--- src/design/ptd_pkg.sv ---
package ptd_pkg;

    localparam int VALUE_BITS = 31;
    localparam int DIV_BITS   = (VALUE_BITS + 1) / 2 + 1;
    localparam int SQ_BITS    = VALUE_BITS + 2;
    localparam int CNT_BITS   = (VALUE_BITS > 2) ? $clog2(VALUE_BITS) : 1;

    localparam int FIRST_DIV  = 3;
    localparam int DIV_STEP   = 2;
    localparam int SMALLEST_PRIME = 2;
    localparam int FIRST_SQUARE   = 4;

    typedef enum logic [2:0] {
        S_IDLE = 3'b001,
        S_LOOP = 3'b010,
        S_REM  = 3'b100
    } state_t;

    typedef struct packed {
        logic done;
        logic zero;
    } rem_stat_t;

endpackage

--- src/design/primality_trial_division.sv ---
// Channel   Ports                     Handshake
// request   value                     taken when start && !busy
// result    is_prime                  one-cycle strobe on done
//
// Values below four and even values are decided in S_LOOP without the remainder unit.
// Each odd trial divisor d (3, 5, ... while d*d <= value) runs through the
// bit-serial remainder unit, one quotient bit per cycle.
// Worst case for a 31-bit prime: about 23170 trial divisors.
// Asynchronous reset clears the sequencer; no result is pending after it.
// The receiver cannot stall: done lasts one cycle and busy drops with it.
module primality_trial_division (
    input  logic                           clk,
    input  logic                           rst_n,
    input  logic                           start,
    input  logic [ptd_pkg::VALUE_BITS-1:0] value,
    output logic                           busy,
    output logic                           done,
    output logic                           is_prime
);
    import ptd_pkg::*;

    state_t                state_reg, state_next;
    logic [VALUE_BITS-1:0] val_reg, val_next;
    logic [DIV_BITS-1:0]   div_reg, div_next;
    logic [SQ_BITS-1:0]    sq_reg, sq_next;
    logic                  done_reg, done_next;
    logic                  prime_reg, prime_next;
    logic                  rem_start;
    logic [SQ_BITS-1:0]    val_ext;
    rem_stat_t             rem_stat;

    assign val_ext = SQ_BITS'(val_reg);

    ptd_rem u_rem (
        .clk     (clk),
        .rst_n   (rst_n),
        .start   (rem_start),
        .value   (val_reg),
        .divisor (div_reg),
        .stat    (rem_stat)
    );

    always_comb
    begin
        state_next = state_reg;
        val_next   = val_reg;
        div_next   = div_reg;
        sq_next    = sq_reg;
        done_next  = 1'b0;
        prime_next = prime_reg;
        rem_start  = 1'b0;
        case (state_reg)
            S_IDLE:
            begin
                if (start)
                begin
                    val_next   = value;
                    div_next   = DIV_BITS'(FIRST_DIV);
                    sq_next    = SQ_BITS'(FIRST_DIV * FIRST_DIV);
                    state_next = S_LOOP;
                end
            end
            S_LOOP:
            begin
                if (val_ext < SQ_BITS'(SMALLEST_PRIME))
                begin
                    done_next  = 1'b1;
                    prime_next = 1'b0;
                    state_next = S_IDLE;
                end
                else if (val_ext < SQ_BITS'(FIRST_SQUARE))
                begin
                    done_next  = 1'b1;
                    prime_next = 1'b1;
                    state_next = S_IDLE;
                end
                else if (!val_reg[0])
                begin
                    done_next  = 1'b1;
                    prime_next = 1'b0;
                    state_next = S_IDLE;
                end
                else if (sq_reg > val_ext)
                begin
                    done_next  = 1'b1;
                    prime_next = 1'b1;
                    state_next = S_IDLE;
                end
                else
                begin
                    rem_start  = 1'b1;
                    state_next = S_REM;
                end
            end
            S_REM:
            begin
                if (rem_stat.done)
                begin
                    if (rem_stat.zero)
                    begin
                        done_next  = 1'b1;
                        prime_next = 1'b0;
                        state_next = S_IDLE;
                    end
                    else
                    begin
                        // advance to next odd divisor: (d+2)^2 = d^2 + 4d + 4
                        div_next   = div_reg + DIV_BITS'(DIV_STEP);
                        sq_next    = sq_reg + SQ_BITS'({div_reg, 2'b00})
                                   + SQ_BITS'(FIRST_SQUARE);
                        state_next = S_LOOP;
                    end
                end
            end
            default:
            begin
                state_next = S_IDLE;
            end
        endcase
    end

    always_ff @(posedge clk or negedge rst_n)
    begin
        if (!rst_n)
        begin
            state_reg <= S_IDLE;
            done_reg  <= 1'b0;
        end
        else
        begin
            state_reg <= state_next;
            done_reg  <= done_next;
        end
    end

    always_ff @(posedge clk)
    begin
        val_reg   <= val_next;
        div_reg   <= div_next;
        sq_reg    <= sq_next;
        prime_reg <= prime_next;
    end

    assign busy     = (state_reg != S_IDLE);
    assign done     = done_reg;
    assign is_prime = prime_reg;

endmodule

--- src/design/ptd_rem.sv ---
module ptd_rem (
    input  logic                         clk,
    input  logic                         rst_n,
    input  logic                         start,
    input  logic [ptd_pkg::VALUE_BITS-1:0] value,
    input  logic [ptd_pkg::DIV_BITS-1:0]   divisor,
    output ptd_pkg::rem_stat_t           stat
);
    import ptd_pkg::*;

    logic [VALUE_BITS-1:0] val_reg, val_next;
    logic [DIV_BITS-1:0]   rem_reg, rem_next;
    logic [DIV_BITS-1:0]   div_reg, div_next;
    logic [CNT_BITS-1:0]   cnt_reg, cnt_next;
    logic                  run_reg, run_next;
    logic                  done_reg, done_next;
    logic [DIV_BITS:0]     trial;
    logic [DIV_BITS:0]     diff;
    logic                  last;

    assign trial = {rem_reg, val_reg[VALUE_BITS-1]};
    assign diff  = trial - {1'b0, div_reg};
    assign last  = (cnt_reg == CNT_BITS'(VALUE_BITS - 1));

    always_comb
    begin
        val_next  = val_reg;
        rem_next  = rem_reg;
        div_next  = div_reg;
        cnt_next  = cnt_reg;
        run_next  = run_reg;
        done_next = 1'b0;
        if (start)
        begin
            val_next = value;
            rem_next = '0;
            div_next = divisor;
            cnt_next = '0;
            run_next = 1'b1;
        end
        else if (run_reg)
        begin
            // shift in one dividend bit, subtract when it fits
            val_next = {val_reg[VALUE_BITS-2:0], 1'b0};
            if (trial >= {1'b0, div_reg})
                rem_next = diff[DIV_BITS-1:0];
            else
                rem_next = trial[DIV_BITS-1:0];
            cnt_next = cnt_reg + CNT_BITS'(1);
            if (last)
            begin
                run_next  = 1'b0;
                done_next = 1'b1;
            end
        end
    end

    always_ff @(posedge clk or negedge rst_n)
    begin
        if (!rst_n)
        begin
            run_reg  <= 1'b0;
            done_reg <= 1'b0;
            cnt_reg  <= '0;
        end
        else
        begin
            run_reg  <= run_next;
            done_reg <= done_next;
            cnt_reg  <= cnt_next;
        end
    end

    always_ff @(posedge clk)
    begin
        val_reg <= val_next;
        rem_reg <= rem_next;
        div_reg <= div_next;
    end

    assign stat.done = done_reg;
    assign stat.zero = (rem_reg == '0);

endmodule

--- config.mk ---
export PLATFORM = sky130hd
export DESIGN_NAME = primality_trial_division
export DESIGN_NICKNAME = d
export VERILOG_FILES = /design/src/design/ptd_pkg.sv /design/src/design/primality_trial_division.sv /design/src/design/ptd_rem.sv
export SDC_FILE = /design/constraint.sdc
export NUM_CORES = 1
export LEC_CHECK = 0
export ABC_AREA = 0
export BUFFER_PORTS_ARGS = -buffer_cell sky130_fd_sc_hd__buf_2
export CAP_MARGIN = 20
export CORE_ASPECT_RATIO = 1.25
export CORE_MARGIN = 3
export CORE_UTILIZATION = 45
export CTS_BUF_LIST = sky130_fd_sc_hd__clkbuf_4 sky130_fd_sc_hd__clkbuf_8
export DETAILED_ROUTE_END_ITERATION = 6
export GPL_TIMING_DRIVEN = 0
export HOLD_SLACK_MARGIN = 0.15
export MAX_ROUTING_LAYER = met4
export PLACE_DENSITY = 0.66
export SYNTH_ARGS = -nofsm -noshare
export SYNTH_HDL_FRONTEND = slang
export SYNTH_SLANG_ARGS = --single-unit
--- constraint.sdc ---
create_clock -name clk -period 4.6 [get_ports clk]
set_input_delay 0.46 -clock clk [delete_from_list [all_inputs] [get_ports clk]]
set_output_delay 0.46 -clock clk [all_outputs]
set_load 0.005 [all_outputs]
# ---- Word level (Yosys, flattened, before mapping)
# Cells that the tools add are included.
# W data, S select, Z words.
dict set report totals {
  reg_bits 158
  out_inout_bits 3
}
dict set report classes {
  n_addsub 5
  n_lt_le_gt_ge 4
  eq_ne 10
  muxes 46
  n_reduce_logical 8
}
# cell count
set op_table {}
lappend op_table {{$mux W33} 3}
lappend op_table {{$mux W17} 4}
lappend op_table {{$pmux W33 S2} 1}
lappend op_table {{$mux W31} 2}
lappend op_table {{$pmux W17 S2} 1}
lappend op_table {{$add A33 B19 Y33} 1}
lappend op_table {{$add A33 B3 Y33 const B} 1}
lappend op_table {{$gt A33 B31 Y1} 1}
lappend op_table {{$lt A31 B2 Y1 const B} 1}
lappend op_table {{$lt A31 B3 Y1 const B} 1}
lappend op_table {{$mux W1} 23}
lappend op_table {{$ge A18 B17 Y1} 1}
lappend op_table {{$mux W3} 6}
lappend op_table {{$add A17 B2 Y17 const B} 1}
lappend op_table {{$logic_not A17 Y1} 1}
lappend op_table {{$sub A17 B17 Y17} 1}
lappend op_table {{$mux W5} 2}
lappend op_table {{$pmux W3 S3} 1}
lappend op_table {{$reduce_and A4 Y1} 2}
lappend op_table {{$ne A2 B2 Y1 const B} 3}
lappend op_table {{$reduce_bool A2 Y1} 3}
lappend op_table {{$add A5 B1 Y5 const B} 1}
lappend op_table {{$eq A5 B5 Y1 const B} 1}
lappend op_table {{$ne A5 B5 Y1 const B} 1}
lappend op_table {{other kinds (8)} 10}

# ---- Depth between registers and ports, before layout
# Gate-level depths: netlist (run 1).
dict set report depth {
  ltp_word 7
  ltp_mapped 12
}

# ---- Cells and area by module
# Synthesis (run 1) repeated with hierarchy kept, for this count alone.
dict set report unflattened {
  cells_unflattened 848
  area_unflattened_um2 9172.5
}
# module instances cells_per_inst area_each_um2 seq_area_each_um2
set modules_own_cells {}
lappend modules_own_cells {primality_trial_division 1 505 5293.8 2443.6}
lappend modules_own_cells {ptd_rem 1 343 3878.7 1956.9}

# ---- Least setup slack after synthesis (run 1)
# OpenSTA, ideal clock, no wires.
dict set report synth_timing {
  kind {flip-flop to flip-flop}
  start {register state_reg[0]}
  end {register div_reg[10] (enable)}
  setup_time_ns 0.451
  arrival_ns 3.493
  t_required_ns 4.149
  setup_slack_ns 0.656
  stages_incl_launch_ff 4
  synth_period_minus_slack_ns 3.944
  path_cell_list {dfstp_2 -> and3_1 -> a21oi_1 -> nor2_1}
}
dict set report synth_between {
  elab_chain_cells 3
}
# element line_no
set synth_lines {}
lappend synth_lines {{start: declaration} primality_trial_division.sv:22} ;# state_t state_reg, state_next;
lappend synth_lines {{start signal: assignment} primality_trial_division.sv:131} ;# state_reg <= state_next;
lappend synth_lines {{$eq A3 B3 Y1 or $eq A3 B1 Y1 (tied branches)} primality_trial_division.sv:52} ;# case (state_reg)
lappend synth_lines {{$ne A2 B2 Y1 (no line), or another cell as far along} -}
lappend synth_lines {{$reduce_and A4 Y1 (no line) *} -}
lappend synth_lines {{end signal: assignment} primality_trial_division.sv:139} ;# div_reg <= div_next;
lappend synth_lines {{end: declaration} primality_trial_division.sv:24} ;# logic [DIV_BITS-1:0] div_reg, div_next;
# Every way passes the cells marked *; elsewhere a longest branch is shown, timed or not.
# A chain may end at the register's enable or synchronous reset.

# ---- Worst setup path in the final report (run 1)
dict set report layout_timing {
  start {register val_reg[30]}
  end {register u_rem.val_reg[16] (enable)}
}
dict set report layout_between {
  elab_chain_cells 7
}
# element line_no
set layout_lines {}
lappend layout_lines {{start: declaration} primality_trial_division.sv:23} ;# logic [VALUE_BITS-1:0] val_reg, val_next;
lappend layout_lines {{start signal: assignment} primality_trial_division.sv:138} ;# val_reg <= val_next;
lappend layout_lines {{$gt A33 B31 Y1} primality_trial_division.sv:83} ;# else if (sq_reg > val_ext)
lappend layout_lines {{$mux W1} primality_trial_division.sv:83}
lappend layout_lines {{$mux W1} primality_trial_division.sv:77} ;# else if (!val_reg[0])
lappend layout_lines {{$mux W1} primality_trial_division.sv:71} ;# else if (val_ext < SQ_BITS'(FIRST_SQUARE))
lappend layout_lines {{$mux W1 *} primality_trial_division.sv:65} ;# if (val_ext < SQ_BITS'(SMALLEST_PRIME))
lappend layout_lines {{$mux W1 *} primality_trial_division.sv:52}
lappend layout_lines {{$reduce_bool A2 Y1 (no line) *} -}
lappend layout_lines {{end signal: assignment} ptd_rem.sv:76} ;# val_reg <= val_next;
lappend layout_lines {{end: declaration} ptd_rem.sv:11} ;# logic [VALUE_BITS-1:0] val_reg, val_next;
# Marks and branches as above.

==> flow_summary.json, run 1 <==
{
  "status": "finished, final reports clean",
  "start_util_pct": 46.4,
  "hp-start": "value[28]",
  "whs_ns": 0.186,
  "worstMarginPinSlew_ns": 0.890,
  "hold_viol_final": 0,
  "dpl_cell_area_um2": 9650,
  "wl_per_cell_um": 15.8,
  "vias_per_cell": 5.38,
  "synth_area_um2": 9090,
  "final_nets": 1006,
  "ys_types": 65,
  "firstDrtPassIters": 4,
  "cp_max_fo": 31,
  "max_freq_ghz": 0.285,
  "remaining_drc_errors": 0,
  "grt-ovfl-total": 0,
  "r2r.worst_path.cells": 9,
  "clock_sinks": 153,
  "finalCritPeriodShare_pct": 76.1,
  "antenna_found_initial": 0,
  "grt_pass1_wl_um": 30900,
  "cellPowerDensity_nw_per_um2": 470,
  "clk_pin_slew_worst_paths_ns": 0.08,
  "grt.met1_usage_pct": 21.9,
  "fin_worst_skew_ns": 0.0137,
  "ys_seq_elements": 153,
  "synth-edff-count": 125,
  "critical_path.top_delay_family": "compound AO/OA/AOI/OAI gates",
  "grtUsageMet2_pct": 31.4,
  "maxCapViolations": 0,
  "peakVddDrop_mv": 0.240,
  "place.gp.congestion": 0.862,
  "synthArstFlopShare_pct": 7.19,
  "cts_buffers": 17,
  "yosysWarningCount": 0,
  "drt-total-wl_um": 18500,
  "yosysTopAreaCellShare_pct": 41.3,
  "final_layout_size_suffix_gt1_share_pct": 14.4,
  "leakagePower_nw": 4.23,
  "r2r_start": "val_reg[30]",
  "num_vias": 6280,
  "cp-endpoint": "u_rem.val_reg[16]",
  "synthTopCellsByArea": "edfxtp_1 41%, ha_1 11%, mux2_4 4.1%, dfxtp_1 3.7%, nor2_1 3.6%",
  "synthCells": 816,
  "hold_class": "in2reg",
  "rows": 57,
  "avgSynthCellArea_um2": 11.1,
  "grt_max_degree": 32,
  "slew_viol_final": 0,
  "antennaDiodeCount": 0,
  "cts_max_level": 4,
  "die_area_um2": 22000,
  "rsz0062_at_grt": "false",
  "r2r_end": "u_rem.val_reg[16]",
  "grt_pass1_vias": 6276,
  "synth_common_cells": "125 x edfxtp_1, 87 x nor2_1, 80 x ha_1",
  "clkLatencyLatePin_ns": 0.45,
  "final_core_util_pct": 52.0,
  "max_slew_margin_pct": 40.1,
  "grt_usage_pct": 18.2,
  "worstSetupPathType": "reg2reg",
  "port_buffers": 36,
  "worstPathCellList": "inv_1 -> ha_1 -> a2111oi_0 -> o211ai_1 -> a41o_1 -> a211o_1 -> buf_6 -> buf_6 -> nand2b_2",
  "cts_root_buffer": "clkbuf_8",
  "crit_required_ns": 4.67,
  "core_area_um2": 19600,
  "ys_seq_area_share_pct": 48.1,
  "gr-usage-met3_pct": 3.32,
  "ant_nets": 0,
  "crit_cells": 9,
  "area_growth_pct": 12.2,
  "syn-num-nets": 932,
  "yosys.area.top_type": "edfxtp_1",
  "critPathMaxStageDelay_ns": 0.61,
  "postLayoutCellArea_um2": 10200,
  "rrSetupSlack_ns": 1.10,
  "fp.dieW_um": 133,
  "grt_busiest_layer": "met2",
  "startpoint": "val_reg[30]",
  "crit_slowest_cell": "a2111oi_0",
  "yosysMostFrequentCell": "edfxtp_1",
  "setup_viol": 0,
  "end_kind": "flip-flop",
  "crit_path_frequent_cell": "buf_6",
  "worstPathArrival_ns": 3.58,
  "ios": 37,
  "period_needed_ns": 3.50,
  "die_h_um": 165,
  "cp_num_buf_inv": 3,
  "drt_iter0_markers": 286,
  "dp_hpwl_um": 14000,
  "clock_path_buffers": 2,
  "cts_tree": "done",
  "start_kind": "flip-flop",
  "ys.flop_type": "edfxtp_1"
}
worst register-to-register path, delay by kind of cell (launching register included):
kind	cells	cell delay, ns
AOI/OAI and AO/OA	4	1.40
adders and majority gates	1	0.30
buffers and inverters	3	0.40
DFF	1	0.45
and+or+nand+nor	1	0.56
where the power goes:
group	internal, mW	leakage, nW	switching (mW)
clock	0.497	0.185	0.500
sequential	1.86	1.47	0.208
combinational	0.795	2.58	0.943
how the worst min path moves through the flow:
stage                   to  cells after the start
2_1_floorplan         done                      0
3_3_place_gp          done                      1
3_5_place_dp          done                      1
4_1_cts        val_reg[13]                      1
5_1_grt        val_reg[13]                      1
6_report       val_reg[28]                      1
cells by family after synthesis:
group,count (synthesis),synth area share (%)
flip-flops,153,48.1
multiplexers,42,6.07
XOR/XNOR,49,4.72
AND/OR/NAND/NOR,248,13.8
AO/OA/AOI/OAI,157,11.9
buffers and inverters,85,3.95
adder cells (fa/ha/maj),82,11.4
routing by layer:
layer  wire, um  part of all wire [%]  vias to the layer above
li1           -                     -                     3183
met1       8350                    45                     2981
met2       9400                    51                       99
met3        483                   2.6                       17
met4        252                   1.4                        0
met5          0                     0                        -
per-stage QoR:
stage	TNS, ns	power (mW)	worst slack [ns]	std cells
global placement	-36.11	3.78	-0.774	1117
floorplan	0	3.42	0.656	816
CTS	0	4.83	1.02	1164
finish	0	4.80	1.10	1168
global route	0	5.15	0.876	1168
detailed placement	0	3.82	1.03	1119
repair_timing:
action	in CTS	in global routing
hold endpoints to repair	23	4
buffers inserted	0	0
hold buffers	13	4
gates resized for setup	0	0
endpoints found under the setup margin	0	0
final cells by class:
type                       instances  area (um2)
buffer                            22         123
tap                              265         332
multi-input combinational        578        4370
fill                            1736        9410
clock inverter                    12         125
sequential                       153        4370
timing repair buffer              55         385
inverter                          63         236
clock buffer                      20         256
layout by cell type (no fill, tap or decap), types with 11 or more instances in the layout:
cell           count
a21oi_1           40
clkbuf_1          12
nor2_1            86
nor3_1            18
a211oi_2          12
mux2i_1           12
dfxtp_1           17
o21ai_0           30
inv_1             62
o21a_1            11
mux2_4            25
edfxtp_1         125
nand4_1           22
nand2_1           31
buf_2             41
xor2_1            37
clkbuf_8          17
a21o_1            12
and3_1            18
nand3_1           20
xnor2_1           12
o211ai_1          12
ha_1              80
dlygate4sd3_1     17
(Power assumes the default switching activity.)
==> run 2, diff against run 1 <==
Settings changed: ABC_AREA 0 to 1, PLACE_DENSITY 0.66 to 0.68.
Clock period 4.6 ns to 3.1 ns, I/O delays scaled along.
==> flow_summary.json, run 2 <==
{
  "status": "finished, final reports clean",
  "max_slew_margin_pct": 40.2,
  "rows": 59,
  "grt_usage_pct": 20.2,
  "cts_root_buffer": "clkbuf_8",
  "firstDrtPassIters": 5,
  "drt_iter0_markers": 441,
  "antenna_found_initial": 0,
  "start_util_pct": 46.5,
  "dp_hpwl_um": 17600,
  "pre_cts_ws_ns": 0.00850,
  "core_area_um2": 21200,
  "ios": 37,
  "worstPathArrival_ns": 2.94,
  "setup_viol": 0,
  "cp_max_fo": 18,
  "synthArstFlopShare_pct": 7.19,
  "p_int_mw": 5.82,
  "startpoint": "sq_reg[24]",
  "synth-edff-count": 125,
  "die_h_um": 171,
  "final_nets": 1431,
  "synthCells": 1225,
  "peakVddDrop_mv": 0.583,
  "port_buffers": 36,
  "vias_per_cell": 5.11,
  "grt_pass1_vias": 7965,
  "period_needed_ns": 2.85,
  "die_area_um2": 23700,
  "crit_required_ns": 3.19,
  "fin_worst_skew_ns": 0.0218,
  "yosys.area.top_type": "edfxtp_1",
  "drt-total-wl_um": 22900,
  "cts_tree": "done",
  "ys_seq_elements": 153,
  "end_kind": "flip-flop",
  "leakagePower_nw": 5.42,
  "final_layout_size_suffix_gt1_share_pct": 9.86,
  "cellPowerDensity_nw_per_um2": 984,
  "yosysTopAreaCellShare_pct": 38.1,
  "dp.cells": 1538,
  "clkLatencyLatePin_ns": 0.47,
  "synthTopCellsByArea": "edfxtp_1 38%, nand2_1 13%, ha_1 10%, inv_1 7.3%, a21oi_1 3.9%",
  "remaining_drc_errors": 0,
  "fp.dieW_um": 138,
  "sw_frac_of_total_pct": 47.1,
  "start_kind": "flip-flop",
  "antennaDiodeCount": 0,
  "hold_viol_final": 0,
  "grt_max_degree": 31,
  "clock_path_buffers": 2,
  "clockPowerShare_pct": 14.0,
  "synth_area_um2": 9860,
  "clk_pin_slew_worst_paths_ns": 0.11,
  "switchingPower_mw": 5.18,
  "maxCapViolations": 0,
  "clock_sinks": 153,
  "yosysWarningCount": 0,
  "ant_nets": 0,
  "cts_max_level": 4,
  "ys.flop_type": "edfxtp_1",
  "rsz0062_at_grt": "false",
  "p_comb_share_pct": 50.2,
  "grt_pass1_wl_um": 37700,
  "num_vias": 8189,
  "rrSetupSlack_ns": 0.25,
  "r2r.worst_path.cells": 9,
  "worstMarginPinSlew_ns": 0.890,
  "area_growth_pct": 13.4,
  "cp-endpoint": "u_rem.div_reg[2]",
  "wl_per_cell_um": 14.3,
  "hold_class": "in2async",
  "worstSetupPathType": "reg2reg",
  "ys_seq_area_share_pct": 44.3,
  "finalCritPeriodShare_pct": 91.9,
  "cts_buffers": 17,
  "syn-num-nets": 1341,
  "whs_ns": 0.230,
  "max_freq_ghz": 0.351,
  "slew_viol_final": 0,
  "synth_common_cells": "351 x nand2_1, 193 x inv_1, 125 x edfxtp_1",
  "yosysMostFrequentCell": "nand2_1",
  "place.gp.congestion": 0.912,
  "r2r_start": "sq_reg[24]",
  "power_frac_seq_pct": 35.8,
  "layout_commonest_cell": "nand2_1",
  "stdcell_count": 1602,
  "avgSynthCellArea_um2": 8.05,
  "ys_types": 42,
  "grt-ovfl-total": 0,
  "r2r_end": "u_rem.div_reg[2]",
  "setup_ws_ns": 0.252,
  "final_cell_mix": "350 x nand2_1, 192 x inv_1, 125 x edfxtp_1"
}
run 2: changes by cell type after synthesis, moves of 25 or more:
cell	before	now
a21oi_1	40	76
mux2_4	25	0
nand3_1	20	68
nand4_1	22	53
nand2_1	31	351
xor2_1	37	3
inv_1	62	193
run 2: area by class of cell:
type | count | area (um2)
clock buffer | 17 | 234
sequential | 153 | 4370
clock inverter | 15 | 170
buffer | 26 | 149
multi-input combinational | 850 | 4610
inverter | 196 | 736
tap | 274 | 343
fill | 1955 | 10000
timing repair buffer | 71 | 563
run 2: per-layer routing:
| metal | vias to the layer above | part of all wire, % | GRT usage [%] |
|---|---|---|---|
| met2 | 155 | 52 | 36.0 |
| li1 | 4228 | - | - |
| met5 | - | 0 | - |
| met4 | 0 | 3.3 | 8.04 |
| met3 | 47 | 2.9 | 3.53 |
| met1 | 3759 | 42 | 22.6 |
run 2: repair_timing:
item                                    in CTS  in global routing
resized for setup                            1                  2
endpoints found under the setup margin      21                  9
setup buffers                                0                  0
hold endpoints to repair                    42                  0
hold buffers                                32                  0
run 2: worst min path at each step:
stage	slack, ns	end	from	cells after the start
after detailed placement	0.20	done	rst_n	1
after CTS	0.23	u_rem.cnt_reg[0]	rst_n	2
after floorplan	0.01	done	rst_n	0
final	0.23	u_rem.cnt_reg[0]	rst_n	2
after global routing	0.22	u_rem.cnt_reg[1]	rst_n	2
after global placement	0.19	done	rst_n	1
run 2: cell families after synthesis:
family	share of synthesized area, %
xor gates and xnor gates	0.977
and+or+nand+nor	28.6
adders and majority gates	10.6
DFF	44.3
buffers and inverters	8.97
AOI/OAI and AO/OA	6.60
run 2: stage by stage:
stage          utilization [%]  power (mW)  instance area, um2  setup TNS (ns)
6_report                  52.8        11.0               11200               0
5_1_grt                   52.8        12.0               11200               0
4_1_cts                   52.7        11.0               11200               0
3_5_place_dp              49.3        9.43               10400               0
3_3_place_gp              49.0        9.20               10400          -11.48
2_1_floorplan                -        7.93                9860               0
run 2: critical path: stages, from the launching register on:
cell      delay (ns)
edfxtp_1        0.51
ha_1            0.35
nand2_1         0.08
nor2_1          0.20
nand4_1         0.14
nand3b_1        0.19
nand2_2         0.15
nand3_2         0.16
buf_6           0.24
inv_1           0.46
run 2: power groups by stage:
stage / logic [mW] / clock network (mW) / registers [mW]
after CTS: 5.51 / 1.57 / 3.93
after detailed placement: 5.45 / 0 / 3.98
after floorplan: 4.23 / 0 / 3.70
after global routing: 6.38 / 1.66 / 4.02
final: 5.52 / 1.54 / 3.93
after global placement: 5.21 / 0 / 3.99
==> run 3, diff against run 2 <==
Settings changed: CTS_CLUSTER_SIZE set to 8, PLACE_DENSITY 0.68 to 0.73.
==> flow_summary.json, run 3 (synthesis gave the netlist of run 2 again) <==
{
  "die_h_um": 171,
  "grtUsageMet2_pct": 36.2,
  "leakagePower_nw": 5.44,
  "worstMarginPinSlew_ns": 0.868,
  "final_core_util_pct": 52.9,
  "dp_hpwl_um": 17600,
  "core_area_um2": 21200,
  "stdcell_count": 1602,
  "clock_path_buffers": 2,
  "whs_ns": 0.231,
  "start_util_pct": 46.5,
  "num_vias": 8283,
  "drt_iter0_markers": 515,
  "status": "finished, final reports clean",
  "grt_pass1_wl_um": 37900,
  "postLayoutCellArea_um2": 11200,
  "grt_busiest_layer": "met2",
  "remaining_drc_errors": 0,
  "maxCapViolations": 0,
  "max_slew_margin_pct": 41.7,
  "clk_pin_slew_worst_paths_ns": 0.11,
  "port_buffers": 36,
  "end_kind": "flip-flop",
  "ant_nets": 0,
  "start_kind": "flip-flop",
  "wl_per_cell_um": 14.4,
  "power_mw": 11.1,
  "area_growth_pct": 13.6,
  "slew_viol_final": 0,
  "setup_ws_ns": 0.209,
  "period_needed_ns": 2.89,
  "clock_sinks": 153,
  "grt-ovfl-total": 0,
  "dp.cells": 1538,
  "worstPathArrival_ns": 3.08,
  "final_layout_size_suffix_gt1_share_pct": 9.86,
  "fp.dieW_um": 138,
  "max_freq_ghz": 0.346,
  "setup_viol": 0,
  "pre_cts_ws_ns": 0.0496,
  "antennaDiodeCount": 0,
  "vias_per_cell": 5.17,
  "hold_viol_final": 0,
  "grt.met1_usage_pct": 22.4,
  "fin_worst_skew_ns": 0.0212,
  "grt_pass1_vias": 8050,
  "final_nets": 1431,
  "cts_max_level": 4,
  "gr-usage-met3_pct": 3.34,
  "crit_required_ns": 3.29,
  "cts_buffers": 17,
  "hold_class": "in2async",
  "peakVddDrop_mv": 0.589,
  "place.gp.congestion": 0.935,
  "grt_max_degree": 27,
  "grt_usage_pct": 20.2,
  "die_area_um2": 23700,
  "finalCritPeriodShare_pct": 93.2,
  "fin_setup_tns_ns": 0,
  "rsz0062_at_grt": "false",
  "antenna_found_initial": 0,
  "dpl_cell_area_um2": 10400,
  "rows": 59,
  "cts_root_buffer": "clkbuf_8",
  "cellPowerDensity_nw_per_um2": 990,
  "cp_max_fo": 21,
  "drt-total-wl_um": 23100,
  "ios": 37,
  "clkLatencyLatePin_ns": 0.48,
  "firstDrtPassIters": 7,
  "cts_tree": "done",
  "layout_commonest_cell": "nand2_1",
  "worstSetupPathType": "reg2reg",
  "final_cell_mix": "350 x nand2_1, 192 x inv_1, 125 x edfxtp_1"
}
==> run 3: path summary, 6_finish.rpt <==
path / end / slack (ns) / cells after the start / startpoint
worst min-delay path: u_rem.cnt_reg[0] / 0.23 / 2 / rst_n
worst min register to register: u_rem.val_reg[3] / 0.51 / 2 / u_rem.val_reg[2]
worst max-delay path: u_rem.val_reg[14] / 0.21 / 11 / sq_reg[24]
min in group clk: state_reg[1] / 0.26 / 5 / start
worst max register to register: u_rem.val_reg[14] / 0.21 / 11 / sq_reg[24]
max in group asynchronous: state_reg[0] / 2.57 / 2 / rst_n
==> run 3: layout make-up <==
class / instances / area, um2
fill: 1963 / 9990
multi-input combinational: 850 / 4610
sequential: 153 / 4370
inverter: 196 / 736
timing repair buffer: 71 / 563
tap: 274 / 343
clock buffer: 17 / 234
clock inverter: 15 / 196
buffer: 26 / 149
==> run 3: worst max-delay path: stages, from the launching register on <==
cell	delay (ns)
edfxtp_1	0.53
ha_1	0.36
nand2_1	0.07
nor2_1	0.19
nand4_1	0.13
nand3b_1	0.19
nand2_2	0.15
nand3_2	0.14
buf_6	0.22
buf_6	0.15
nand2_2	0.25
buf_16	0.22
==> run 3: metal layers <==
layer | vias up | part of all wire (%) | wire, um
met3 | 67 | 3.9 | 913
met1 | 3774 | 41 | 9560
met4 | 0 | 3.7 | 858
li1 | 4250 | - | -
met5 | - | 0 | 0
met2 | 192 | 51 | 11800
==> run 3: what timing repair did <==
| action | 4_1_cts | 5_1_grt |
|---|---|---|
| hold buffers | 32 | 0 |
| buffers inserted | 0 | 0 |
| setup endpoints to repair | 0 | 25 |
| gates resized for setup | 0 | 2 |
| hold endpoints to repair | 42 | 0 |
==> run 3: report_power, final <==
part / switching [mW] / internal (mW)
Combinational: 3.61 / 1.94
Clock: 0.966 / 0.629
Sequential: 0.668 / 3.27
